===== src/design/bgv_pkg.sv =====
// Shared types, constants and the voltage table of the battery gauge.
package bgv_pkg;

	localparam int ADC_BITS_DEF = 12;
	localparam int SV_W = 16;
	localparam int MV_W = 14;
	localparam int VOLT_W = 12;
	localparam int IDX_W = 4;
	localparam int CAP_W = 7;
	localparam int LED_W = 8;
	localparam int THR_W = 12;
	localparam int LIM_W = 8;
	localparam int CNT_W = 3;
	localparam int QUO_W = 4;
	localparam int DIVD_W = 12;
	localparam int DSR_W = 8;
	localparam int CFG_ADDR_W = 2;
	localparam int CFG_DATA_W = 12;
	localparam int OUT_TDATA_W = 24;

	localparam logic [MV_W-1:0] MV_FACTOR = 14'd13299;
	localparam logic [IDX_W-1:0] IDX_LAST = 4'd11;
	localparam logic [CAP_W-1:0] CAP_FULL = 7'd100;
	localparam logic [CNT_W-1:0] CNT_CONFIRM = 3'd3;
	localparam logic [CNT_W-1:0] CNT_LIMIT = 3'd2;

	localparam logic [CFG_ADDR_W-1:0] CFG_JUMP_THRESHOLD = 2'd0;
	localparam logic [CFG_ADDR_W-1:0] CFG_SETTLE_LIMIT = 2'd1;
	localparam logic [CFG_ADDR_W-1:0] CFG_LOW_POWER_LEVEL = 2'd2;

	localparam logic [THR_W-1:0] JUMP_THRESHOLD_RST = 12'd50;
	localparam logic [LIM_W-1:0] SETTLE_LIMIT_RST = 8'd10;
	localparam logic [CAP_W-1:0] LOW_POWER_LEVEL_RST = 7'd20;

	typedef enum logic [3:0] {
		ST_IDLE,
		ST_FILT,
		ST_CHECK,
		ST_MULT,
		ST_SEARCH,
		ST_DIV,
		ST_CAP,
		ST_PROT,
		ST_OUT
	} state_t;

	typedef struct packed {
		logic load_in;
		logic filt;
		logic mult;
		logic search;
		logic div_step;
		logic cap_write;
		logic prot;
		logic out_load;
	} cmd_t;

	typedef struct packed {
		logic batt;
		logic est_needed;
		logic found;
		logic need_div;
		logic div_last;
		logic out_busy;
	} status_t;

	// Battery voltage in millivolts at each tenth of capacity, full to empty.
	function automatic logic [VOLT_W-1:0] volt_at(input logic [IDX_W-1:0] idx);
		logic [VOLT_W-1:0] v;
		unique case (idx)
			4'd0: v = 12'd4090;
			4'd1: v = 12'd4000;
			4'd2: v = 12'd3920;
			4'd3: v = 12'd3850;
			4'd4: v = 12'd3780;
			4'd5: v = 12'd3720;
			4'd6: v = 12'd3690;
			4'd7: v = 12'd3640;
			4'd8: v = 12'd3600;
			4'd9: v = 12'd3570;
			4'd10: v = 12'd3350;
			default: v = '0;
		endcase
		return v;
	endfunction

endpackage


===== src/design/bgv_ctrl.sv =====
// Sequencing state machine of the battery gauge.
module bgv_ctrl (
	input  logic             clk,
	input  logic             arst_n,
	input  logic             s_tvalid,
	output logic             s_tready,
	input  bgv_pkg::status_t status,
	output bgv_pkg::cmd_t    cmd
);

	bgv_pkg::state_t state_q;
	bgv_pkg::state_t state_n;

	always_ff @(posedge clk or negedge arst_n) begin
		if (!arst_n) begin
			state_q <= bgv_pkg::ST_IDLE;
		end else begin
			state_q <= state_n;
		end
	end

	always_comb begin
		state_n = state_q;
		cmd = '0;
		s_tready = 1'b0;
		unique case (state_q)
			bgv_pkg::ST_IDLE: begin
				s_tready = 1'b1;
				if (s_tvalid) begin
					cmd.load_in = 1'b1;
					state_n = bgv_pkg::ST_FILT;
				end
			end
			bgv_pkg::ST_FILT: begin
				if (status.batt) begin
					cmd.filt = 1'b1;
					state_n = bgv_pkg::ST_CHECK;
				end else begin
					state_n = bgv_pkg::ST_PROT;
				end
			end
			bgv_pkg::ST_CHECK: begin
				state_n = status.est_needed ? bgv_pkg::ST_MULT : bgv_pkg::ST_PROT;
			end
			bgv_pkg::ST_MULT: begin
				cmd.mult = 1'b1;
				state_n = bgv_pkg::ST_SEARCH;
			end
			bgv_pkg::ST_SEARCH: begin
				cmd.search = 1'b1;
				if (status.found) begin
					state_n = status.need_div ? bgv_pkg::ST_DIV : bgv_pkg::ST_CAP;
				end
			end
			bgv_pkg::ST_DIV: begin
				cmd.div_step = 1'b1;
				if (status.div_last) begin
					state_n = bgv_pkg::ST_CAP;
				end
			end
			bgv_pkg::ST_CAP: begin
				cmd.cap_write = 1'b1;
				state_n = bgv_pkg::ST_PROT;
			end
			bgv_pkg::ST_PROT: begin
				cmd.prot = 1'b1;
				state_n = bgv_pkg::ST_OUT;
			end
			bgv_pkg::ST_OUT: begin
				if (!status.out_busy) begin
					cmd.out_load = 1'b1;
					state_n = bgv_pkg::ST_IDLE;
				end
			end
			default: begin
				state_n = bgv_pkg::ST_IDLE;
			end
		endcase
	end

endmodule


===== src/design/bgv_datapath.sv =====
// Filter, scaling, table walk, divider, protection counters and output register.
module bgv_datapath #(
	parameter int ADC_BITS = bgv_pkg::ADC_BITS_DEF
) (
	input  logic                               clk,
	input  logic                               arst_n,
	input  bgv_pkg::cmd_t                      cmd,
	output bgv_pkg::status_t                   status,
	input  logic                               in_batt,
	input  logic [ADC_BITS-1:0]                in_sample,
	input  logic                               cfg_wr_en,
	input  logic [bgv_pkg::CFG_ADDR_W-1:0]     cfg_addr,
	input  logic [bgv_pkg::CFG_DATA_W-1:0]     cfg_wdata,
	output logic                               m_tvalid,
	input  logic                               m_tready,
	output logic [bgv_pkg::OUT_TDATA_W-1:0]    m_tdata,
	output logic                               m_tuser
);

	localparam int PROD_W = bgv_pkg::SV_W + bgv_pkg::MV_W;

	logic [bgv_pkg::THR_W-1:0] jump_thr_q;
	logic [bgv_pkg::LIM_W-1:0] settle_lim_q;
	logic [bgv_pkg::CAP_W-1:0] low_lvl_q;

	logic                       batt_q;
	logic [ADC_BITS-1:0]        sample_q;
	logic [bgv_pkg::SV_W-1:0]   sv_q;
	logic [bgv_pkg::LIM_W-1:0]  settle_q;
	logic [bgv_pkg::IDX_W-1:0]  idx_q;
	logic [bgv_pkg::DIVD_W-1:0] rem_q;
	logic [bgv_pkg::DSR_W-1:0]  dsr_q;
	logic [bgv_pkg::QUO_W-1:0]  quo_q;
	logic [1:0]                 step_q;
	logic [bgv_pkg::CAP_W-1:0]  cap_q;
	logic [bgv_pkg::LED_W-1:0]  led_q;
	logic                       done_q;
	logic [bgv_pkg::CNT_W-1:0]  low_cnt_q;
	logic [bgv_pkg::CNT_W-1:0]  norm_cnt_q;
	logic                       dsent_q;
	logic                       protect_q;
	logic                       dorm_q;

	logic [bgv_pkg::SV_W-1:0]   samp_ext;
	logic [bgv_pkg::SV_W-1:0]   diff;
	logic [bgv_pkg::SV_W-1:0]   avg;
	logic [PROD_W-1:0]          prod;
	logic [bgv_pkg::VOLT_W-1:0] v_lo;
	logic [bgv_pkg::VOLT_W-1:0] v_hi;
	logic [bgv_pkg::SV_W-1:0]   span;
	logic [bgv_pkg::DIVD_W-1:0] num;
	logic [bgv_pkg::VOLT_W-1:0] width_v;
	logic [bgv_pkg::DIVD_W-1:0] dsr_sh;
	logic [bgv_pkg::IDX_W-1:0]  tens;
	logic [bgv_pkg::CNT_W-1:0]  low_cnt_n;
	logic [bgv_pkg::CNT_W-1:0]  norm_cnt_n;
	logic                       found;

	always_comb begin
		samp_ext = bgv_pkg::SV_W'(sample_q);
		diff = (samp_ext > sv_q) ? samp_ext - sv_q : sv_q - samp_ext;
		avg = (sv_q >> 1) + (samp_ext >> 1);
		prod = PROD_W'(sv_q) * PROD_W'(bgv_pkg::MV_FACTOR);
		v_lo = bgv_pkg::volt_at(idx_q);
		v_hi = bgv_pkg::volt_at(idx_q - 4'd1);
		span = sv_q - bgv_pkg::SV_W'(v_lo);
		num = (bgv_pkg::DIVD_W'(span[7:0]) << 3) + (bgv_pkg::DIVD_W'(span[7:0]) << 1);
		width_v = v_hi - v_lo;
		dsr_sh = bgv_pkg::DIVD_W'(dsr_q) << step_q;
		tens = 4'd10 - idx_q;
		found = (idx_q == bgv_pkg::IDX_LAST) || (sv_q > bgv_pkg::SV_W'(v_lo));
		if (cap_q < low_lvl_q) begin
			low_cnt_n = low_cnt_q + 3'd1;
			norm_cnt_n = '0;
		end else begin
			low_cnt_n = '0;
			norm_cnt_n = norm_cnt_q + 3'd1;
		end
	end

	always_comb begin
		status.batt = batt_q;
		status.est_needed = settle_q > settle_lim_q;
		status.found = found;
		status.need_div = (idx_q != '0) && (idx_q != bgv_pkg::IDX_LAST);
		status.div_last = step_q == 2'd0;
		status.out_busy = m_tvalid && !m_tready;
	end

	always_ff @(posedge clk or negedge arst_n) begin
		if (!arst_n) begin
			jump_thr_q <= bgv_pkg::JUMP_THRESHOLD_RST;
			settle_lim_q <= bgv_pkg::SETTLE_LIMIT_RST;
			low_lvl_q <= bgv_pkg::LOW_POWER_LEVEL_RST;
		end else if (cfg_wr_en) begin
			unique case (cfg_addr)
				bgv_pkg::CFG_JUMP_THRESHOLD: jump_thr_q <= cfg_wdata;
				bgv_pkg::CFG_SETTLE_LIMIT: settle_lim_q <= cfg_wdata[bgv_pkg::LIM_W-1:0];
				bgv_pkg::CFG_LOW_POWER_LEVEL: low_lvl_q <= cfg_wdata[bgv_pkg::CAP_W-1:0];
				default: begin
				end
			endcase
		end
	end

	always_ff @(posedge clk or negedge arst_n) begin
		if (!arst_n) begin
			sv_q <= '0;
			settle_q <= '0;
			cap_q <= bgv_pkg::CAP_FULL;
			low_cnt_q <= '0;
			norm_cnt_q <= '0;
			dsent_q <= 1'b0;
			protect_q <= 1'b0;
			dorm_q <= 1'b0;
			done_q <= 1'b0;
			led_q <= '0;
		end else begin
			if (cmd.load_in) begin
				done_q <= 1'b0;
				led_q <= '0;
				dorm_q <= 1'b0;
			end
			if (cmd.filt) begin
				if (diff > bgv_pkg::SV_W'(jump_thr_q)) begin
					sv_q <= samp_ext;
					settle_q <= '0;
				end else begin
					sv_q <= avg;
					settle_q <= settle_q + 8'd1;
				end
			end
			if (cmd.mult) begin
				sv_q <= bgv_pkg::SV_W'(prod >> (ADC_BITS + 1));
				settle_q <= '0;
			end
			if (cmd.cap_write) begin
				done_q <= 1'b1;
				led_q <= ({idx_q, 4'b0000} - bgv_pkg::LED_W'(idx_q)) + 8'd10;
				if (idx_q == '0) begin
					cap_q <= bgv_pkg::CAP_FULL;
				end else if (idx_q == bgv_pkg::IDX_LAST) begin
					cap_q <= '0;
				end else begin
					cap_q <= (bgv_pkg::CAP_W'(tens) << 3) + (bgv_pkg::CAP_W'(tens) << 1)
						+ bgv_pkg::CAP_W'(quo_q);
				end
			end
			if (cmd.prot) begin
				if (batt_q) begin
					if (low_cnt_n > bgv_pkg::CNT_LIMIT) begin
						protect_q <= 1'b1;
						low_cnt_q <= bgv_pkg::CNT_CONFIRM;
						norm_cnt_q <= norm_cnt_n;
						if (!dsent_q) begin
							dsent_q <= 1'b1;
							dorm_q <= 1'b1;
						end
					end else if (norm_cnt_n > bgv_pkg::CNT_LIMIT) begin
						protect_q <= 1'b0;
						norm_cnt_q <= bgv_pkg::CNT_CONFIRM;
						low_cnt_q <= low_cnt_n;
						dsent_q <= 1'b0;
					end else begin
						low_cnt_q <= low_cnt_n;
						norm_cnt_q <= norm_cnt_n;
					end
				end else begin
					cap_q <= bgv_pkg::CAP_FULL;
					protect_q <= 1'b0;
					dsent_q <= 1'b0;
				end
			end
		end
	end

	// Input capture, table walk and restoring division registers.
	always_ff @(posedge clk) begin
		if (cmd.load_in) begin
			batt_q <= in_batt;
			sample_q <= in_sample;
		end
		if (cmd.mult) begin
			idx_q <= '0;
		end
		if (cmd.search) begin
			if (found) begin
				rem_q <= num;
				dsr_q <= width_v[bgv_pkg::DSR_W-1:0];
				quo_q <= '0;
				step_q <= 2'd3;
			end else begin
				idx_q <= idx_q + 4'd1;
			end
		end
		if (cmd.div_step) begin
			step_q <= step_q - 2'd1;
			if (rem_q >= dsr_sh) begin
				rem_q <= rem_q - dsr_sh;
				quo_q[step_q] <= 1'b1;
			end
		end
	end

	always_ff @(posedge clk or negedge arst_n) begin
		if (!arst_n) begin
			m_tvalid <= 1'b0;
		end else if (cmd.out_load) begin
			m_tvalid <= 1'b1;
		end else if (m_tready) begin
			m_tvalid <= 1'b0;
		end
	end

	always_ff @(posedge clk) begin
		if (cmd.out_load) begin
			m_tdata <= bgv_pkg::OUT_TDATA_W'({dorm_q, protect_q, led_q, cap_q});
			m_tuser <= done_q;
		end
	end

endmodule


===== src/design/battery_gauge_from_voltage_core.sv =====
// Top level of the battery capacity gauge driven by the divider voltage.
//
// Each request on the slave stream is one periodic check: tuser carries the
// on-battery flag and tdata the raw converter sample. Exactly one result
// leaves on the master stream for every request accepted, in order.
// The configuration port takes a write whenever cfg_wr_en is high; it should
// be used only while no check is in progress.
// A request is taken only while the sequencer is idle. Off battery a check
// steps through the filter, protection and output states; on battery
// without an estimate it adds a check state. A check that makes an estimate
// then scales the sample, walks the voltage table one entry per cycle and,
// unless the first or last entry is found, runs a four-step divider.
// The result is offered in the same cycle as the sequencer turns idle.
// The result is held in an output register, so a new request is accepted
// while the previous result still waits; when the receiver stalls, the
// sequencer waits in its final step until that register is free.
// Reset clears the filter and counters, sets the capacity to full and loads
// the default register values.
module battery_gauge_from_voltage_core #(
	parameter int ADC_BITS = bgv_pkg::ADC_BITS_DEF
) (
	input  logic                            clk,
	input  logic                            arst_n,
	input  logic                            s_tvalid,
	output logic                            s_tready,
	// Fields from bit 0: adc_sample, zero fill.
	input  logic [((ADC_BITS+7)/8)*8-1:0]   s_tdata,
	// Fields from bit 0: on_battery.
	input  logic                            s_tuser,
	output logic                            m_tvalid,
	input  logic                            m_tready,
	// Fields from bit 0: capacity_percent, led_code, low_power_protect,
	// dormancy_request, zero fill.
	output logic [bgv_pkg::OUT_TDATA_W-1:0] m_tdata,
	// Fields from bit 0: estimate_done.
	output logic                            m_tuser,
	input  logic                            cfg_wr_en,
	input  logic [bgv_pkg::CFG_ADDR_W-1:0]  cfg_addr,
	input  logic [bgv_pkg::CFG_DATA_W-1:0]  cfg_wdata
);

	bgv_pkg::cmd_t    cmd;
	bgv_pkg::status_t status;

	bgv_ctrl u_ctrl (
		.clk      (clk),
		.arst_n   (arst_n),
		.s_tvalid (s_tvalid),
		.s_tready (s_tready),
		.status   (status),
		.cmd      (cmd)
	);

	bgv_datapath #(
		.ADC_BITS (ADC_BITS)
	) u_datapath (
		.clk       (clk),
		.arst_n    (arst_n),
		.cmd       (cmd),
		.status    (status),
		.in_batt   (s_tuser),
		.in_sample (s_tdata[ADC_BITS-1:0]),
		.cfg_wr_en (cfg_wr_en),
		.cfg_addr  (cfg_addr),
		.cfg_wdata (cfg_wdata),
		.m_tvalid  (m_tvalid),
		.m_tready  (m_tready),
		.m_tdata   (m_tdata),
		.m_tuser   (m_tuser)
	);

endmodule


===== config.mk =====
export PLATFORM = sky130hd
export DESIGN_NAME = battery_gauge_from_voltage_core
export DESIGN_NICKNAME = d
export VERILOG_FILES = /design/src/design/bgv_pkg.sv /design/src/design/bgv_ctrl.sv /design/src/design/bgv_datapath.sv /design/src/design/battery_gauge_from_voltage_core.sv
export SDC_FILE = /design/constraint.sdc
export NUM_CORES = 1
export LEC_CHECK = 0
export ABC_AREA = 1
export BUFFER_PORTS_ARGS = -buffer_cell sky130_fd_sc_hd__buf_2
export CORE_ASPECT_RATIO = 0.9
export CORE_UTILIZATION = 50
export CTS_CLUSTER_SIZE = 16
export DETAILED_ROUTE_END_ITERATION = 16
export PLACE_DENSITY_LB_ADDON = 0.25
export SLEW_MARGIN = 20
export SYNTH_ARGS = -nofsm -noshare
export SYNTH_HDL_FRONTEND = slang
export SYNTH_SLANG_ARGS = --single-unit

===== constraint.sdc =====
create_clock -name clk -period 8.2 [get_ports clk]
set_input_delay 0.41 -clock clk [delete_from_list [all_inputs] [get_ports clk]]
set_output_delay 0.41 -clock clk [all_outputs]
set_load 0.1 [all_outputs]

==> metrics.csv <==
metric;value;unit
starting density of the core;50.9;%
CP Buf/Inv Count;5;
Hold Buf Count CTS;0;
Post-CTS Resized;0;
num rows;62;
most common cell after layout, fill and taps aside;sky130_fd_sc_hd__nand2_1;
Seq/Total Area, Yosys;23.5;%
share of post-route cells with drive strength above 1;7.29;%
number of cells traversed by the worst register-to-register path;20;
setup slack of the worst register-to-register path;2.10;ns
Setup TNS Final;0;ns
initial detailed-routing violation count;921;
Hold Slack;-0.0116;ns
required time worst endpoint;8.52;ns
post-synthesis async set-or-reset flop share;53.3;%
CP Cell Sequence;fa_1, inv_1, fa_1, fa_1, inv_1, fa_1, fa_1, inv_1, fa_1, inv_1, ha_1, a21oi_1, a21boi_0, o21ai_0, a21oi_1, nor2_1, o21ai_0, inv_1, nand2_1, nand2_1;
Syn Std Cell Area;0.0163;sq mm
Synth Register Bits;150;
share of the clock period used by the worst path after layout;74.4;%
clock insertion delay at the later pin of the skew report;0.44;ns
clock tree from TritonCTS;yes;
# clock sinks;150;
classification of the worst setup path;reg -> reg;
number of flops mapped to enable cells by yosys;41;
DP Wirelength;32.7;mm
clock transition at the registers of the reported paths;0.07;ns
most frequent cells in the layout;sky130_fd_sc_hd__nand2_1 (441), sky130_fd_sc_hd__inv_1 (401), sky130_fd_sc_hd__ha_1 (231), sky130_fd_sc_hd__nor2_1 (132), sky130_fd_sc_hd__o21ai_0 (129);
via density per instance;5.27;
number of pins exceeding their max-slew limit in the final report;0;
H-tree Lvls;4;
worst min-delay path class;in -> async;
remaining design rule violation count;0;
maximum capacitance violations;0;
startpoint of the lowest-slack register-to-register path;u_datapath.sv_q[7];
family with the most delay on the worst path;adder cells;
transition time at the pin with the least slew margin;0.786;ns
remaining number of nets flagged by the antenna check after routing;0;
Distinct cells, synth;56;
most used flip-flop cell after synthesis;sky130_fd_sc_hd__dfrtp_1;
tightest slew margin relative to the limit;47.6;%
fin nets;2499;
number of buffers inserted by port buffering;51;
category of the worst setup path launch point;register;
setup repair after global routing missed its margin;false;
Arrival @ worst endpoint;6.42;ns
wire length of the first global-routing pass;65.8;mm
maximum frequency from static timing analysis;0.164;GHz
maximum number of pins on one net before global-route repair;81;
TritonCTS Buffers;17;
Diodes inserted;0;
final setup violation count;0;
number of buffers inserted by post-CTS setup repair;0;
total number of vias;13500;
area delta synth->final;7.28;%
count of warnings emitted by yosys;0;
buffer depth of the longest clock path;2;
reg2reg end;u_datapath.sv_q[1];
buffer cell driving the clock tree root;sky130_fd_sc_hd__clkbuf_16;
Gate Count Post-Synth;2086;
final setup skew;0.0110;ns
fin crit period;6.10;ns
via count of the first global-routing pass;13200;
Worst Path Max Fanout;13;
endpoint kind of the worst setup timing path;register;
total core area;0.0320;sq mm
Final Hold Vio Count;5;
peak per-stage delay on the critical path;0.84;ns
first-pass detailed-route iteration total;7;
run status;finished, violations left;
total routed wirelength;40.1;mm
most used cell along the critical path;sky130_fd_sc_hd__fa_1;
antenna violations before repair;0;
global route total overflow;0;
total die area;0.0333;sq mm
slowest cell on the critical path;sky130_fd_sc_hd__dfrtp_1;
height of the chip;173;microns
violations in the final reports;hold timing;
GRT Total Usage;25.0;%
Syn Area/Cell;7.81;sq um
average detailed-routed wire length per instance;15.7;microns
ports placed on the boundary;63;
Die W;192;microns
final weighted congestion in routability-driven placement;0.941;
per-stage QoR:
step	cell area, sq um	utilization, %	hold WS, ns	setup slack (ns)	cells
CTS	17500	54.6	0.130	2.10	2557
floorplan	16300	-	0.114	2.99	2092
global route	17500	54.7	0.0483	1.76	2557
finish	17500	54.7	-0.0116	2.10	2557
detailed placement	16900	52.9	0.438	2.11	2525
global placement	16900	52.9	0.433	2.15	2525
per-layer routing:
layer | wire (microns) | track usage, %
met4 | 909 | 7.55
met3 | 1900 | 3.88
met2 | 18800 | 40.9
met5 | 0 | 0
met1 | 18400 | 34.0
worst reg2reg max path, cell delays in order, from the launching register on:
cell                       delay (ns)
sky130_fd_sc_hd__dfrtp_1         0.84
sky130_fd_sc_hd__fa_1            0.53
sky130_fd_sc_hd__inv_1           0.08
sky130_fd_sc_hd__fa_1            0.43
sky130_fd_sc_hd__fa_1            0.50
sky130_fd_sc_hd__inv_1           0.06
sky130_fd_sc_hd__fa_1            0.51
sky130_fd_sc_hd__fa_1            0.54
sky130_fd_sc_hd__inv_1           0.05
sky130_fd_sc_hd__fa_1            0.49
sky130_fd_sc_hd__inv_1           0.04
sky130_fd_sc_hd__ha_1            0.34
sky130_fd_sc_hd__a21oi_1         0.24
sky130_fd_sc_hd__a21boi_0        0.30
sky130_fd_sc_hd__o21ai_0         0.18
sky130_fd_sc_hd__a21oi_1         0.26
sky130_fd_sc_hd__nor2_1          0.07
sky130_fd_sc_hd__o21ai_0         0.32
sky130_fd_sc_hd__inv_1           0.07
sky130_fd_sc_hd__nand2_1         0.07
sky130_fd_sc_hd__nand2_1         0.04
worst max path at each step:
stage,cells after the start,startpoint,slack [ns],endpoint
after detailed placement,20,u_datapath.sv_q[7],2.11,u_datapath.sv_q[1]
after CTS,20,u_datapath.sv_q[7],2.10,u_datapath.sv_q[1]
final,20,u_datapath.sv_q[7],2.10,u_datapath.sv_q[1]
after global routing,20,u_datapath.sv_q[7],1.76,u_datapath.sv_q[1]
after floorplan,22,u_datapath.sv_q[7],2.99,u_datapath.sv_q[6]
after global placement,22,u_datapath.sv_q[7],2.15,u_datapath.sv_q[11]
registers in the layout, summed over array words and instances, names as in the netlist, 7 cells and up:
signal	count
u_datapath.low_lvl_q	7
u_datapath.v_lo	10
u_datapath.sv_q	16
u_datapath.settle_q	8
u_datapath.rem_q	12
u_datapath.settle_lim_q	8
u_datapath.sample_q	12
u_datapath.jump_thr_q	12
u_datapath.dsr_q	7
u_datapath.cap_q	7
u_datapath.led_q	8
u_datapath.m_tdata	17
layout make-up:
type	count	area (sq um)
Tap cell	416	520
Clock inverter	14	140
Inverter	413	1550
Sequential cell	150	3830
Clock buffer	18	429
Fill cell	3027	14500
Multi-Input combinational cell	1490	10700
Timing Repair Buffer	56	299
Yosys cell counts, types with 14 or more instances:
library cell | number | area, sq um
sky130_fd_sc_hd__fa_1 | 104 | 2080
sky130_fd_sc_hd__xor2_1 | 55 | 482
sky130_fd_sc_hd__nor2_1 | 132 | 495
sky130_fd_sc_hd__nor3_1 | 21 | 105
sky130_fd_sc_hd__o21ai_0 | 129 | 646
sky130_fd_sc_hd__ha_1 | 231 | 2890
sky130_fd_sc_hd__clkbuf_1 | 14 | 52.6
sky130_fd_sc_hd__dfxtp_1 | 29 | 581
sky130_fd_sc_hd__nand3_1 | 98 | 490
sky130_fd_sc_hd__dfrtp_1 | 70 | 1750
sky130_fd_sc_hd__nand2_1 | 441 | 1660
sky130_fd_sc_hd__xnor2_1 | 15 | 131
sky130_fd_sc_hd__inv_1 | 401 | 1510
sky130_fd_sc_hd__nand4_1 | 18 | 113
sky130_fd_sc_hd__a21oi_1 | 108 | 541
sky130_fd_sc_hd__edfxtp_1 | 41 | 1230
logic make-up (layout without fill, tap and decap cells):
group | after synthesis | in the layout | share of synthesized area, %
AO/OA/AOI/OAI | 318 | 318 | 11.1
multiplexers | 3 | 3 | 0.184
other | 1 | 7 | 0.0230
AND/OR/NAND/NOR | 757 | 757 | 20.0
adder cells (fa/ha/maj) | 335 | 335 | 30.5
buffers and inverters | 452 | 501 | 10.9
flip-flops | 150 | 150 | 23.5
XOR/XNOR | 70 | 70 | 3.77
Power is not shown: default switching activity piles up to over one toggle a cycle in this logic, so the estimate is an artifact.
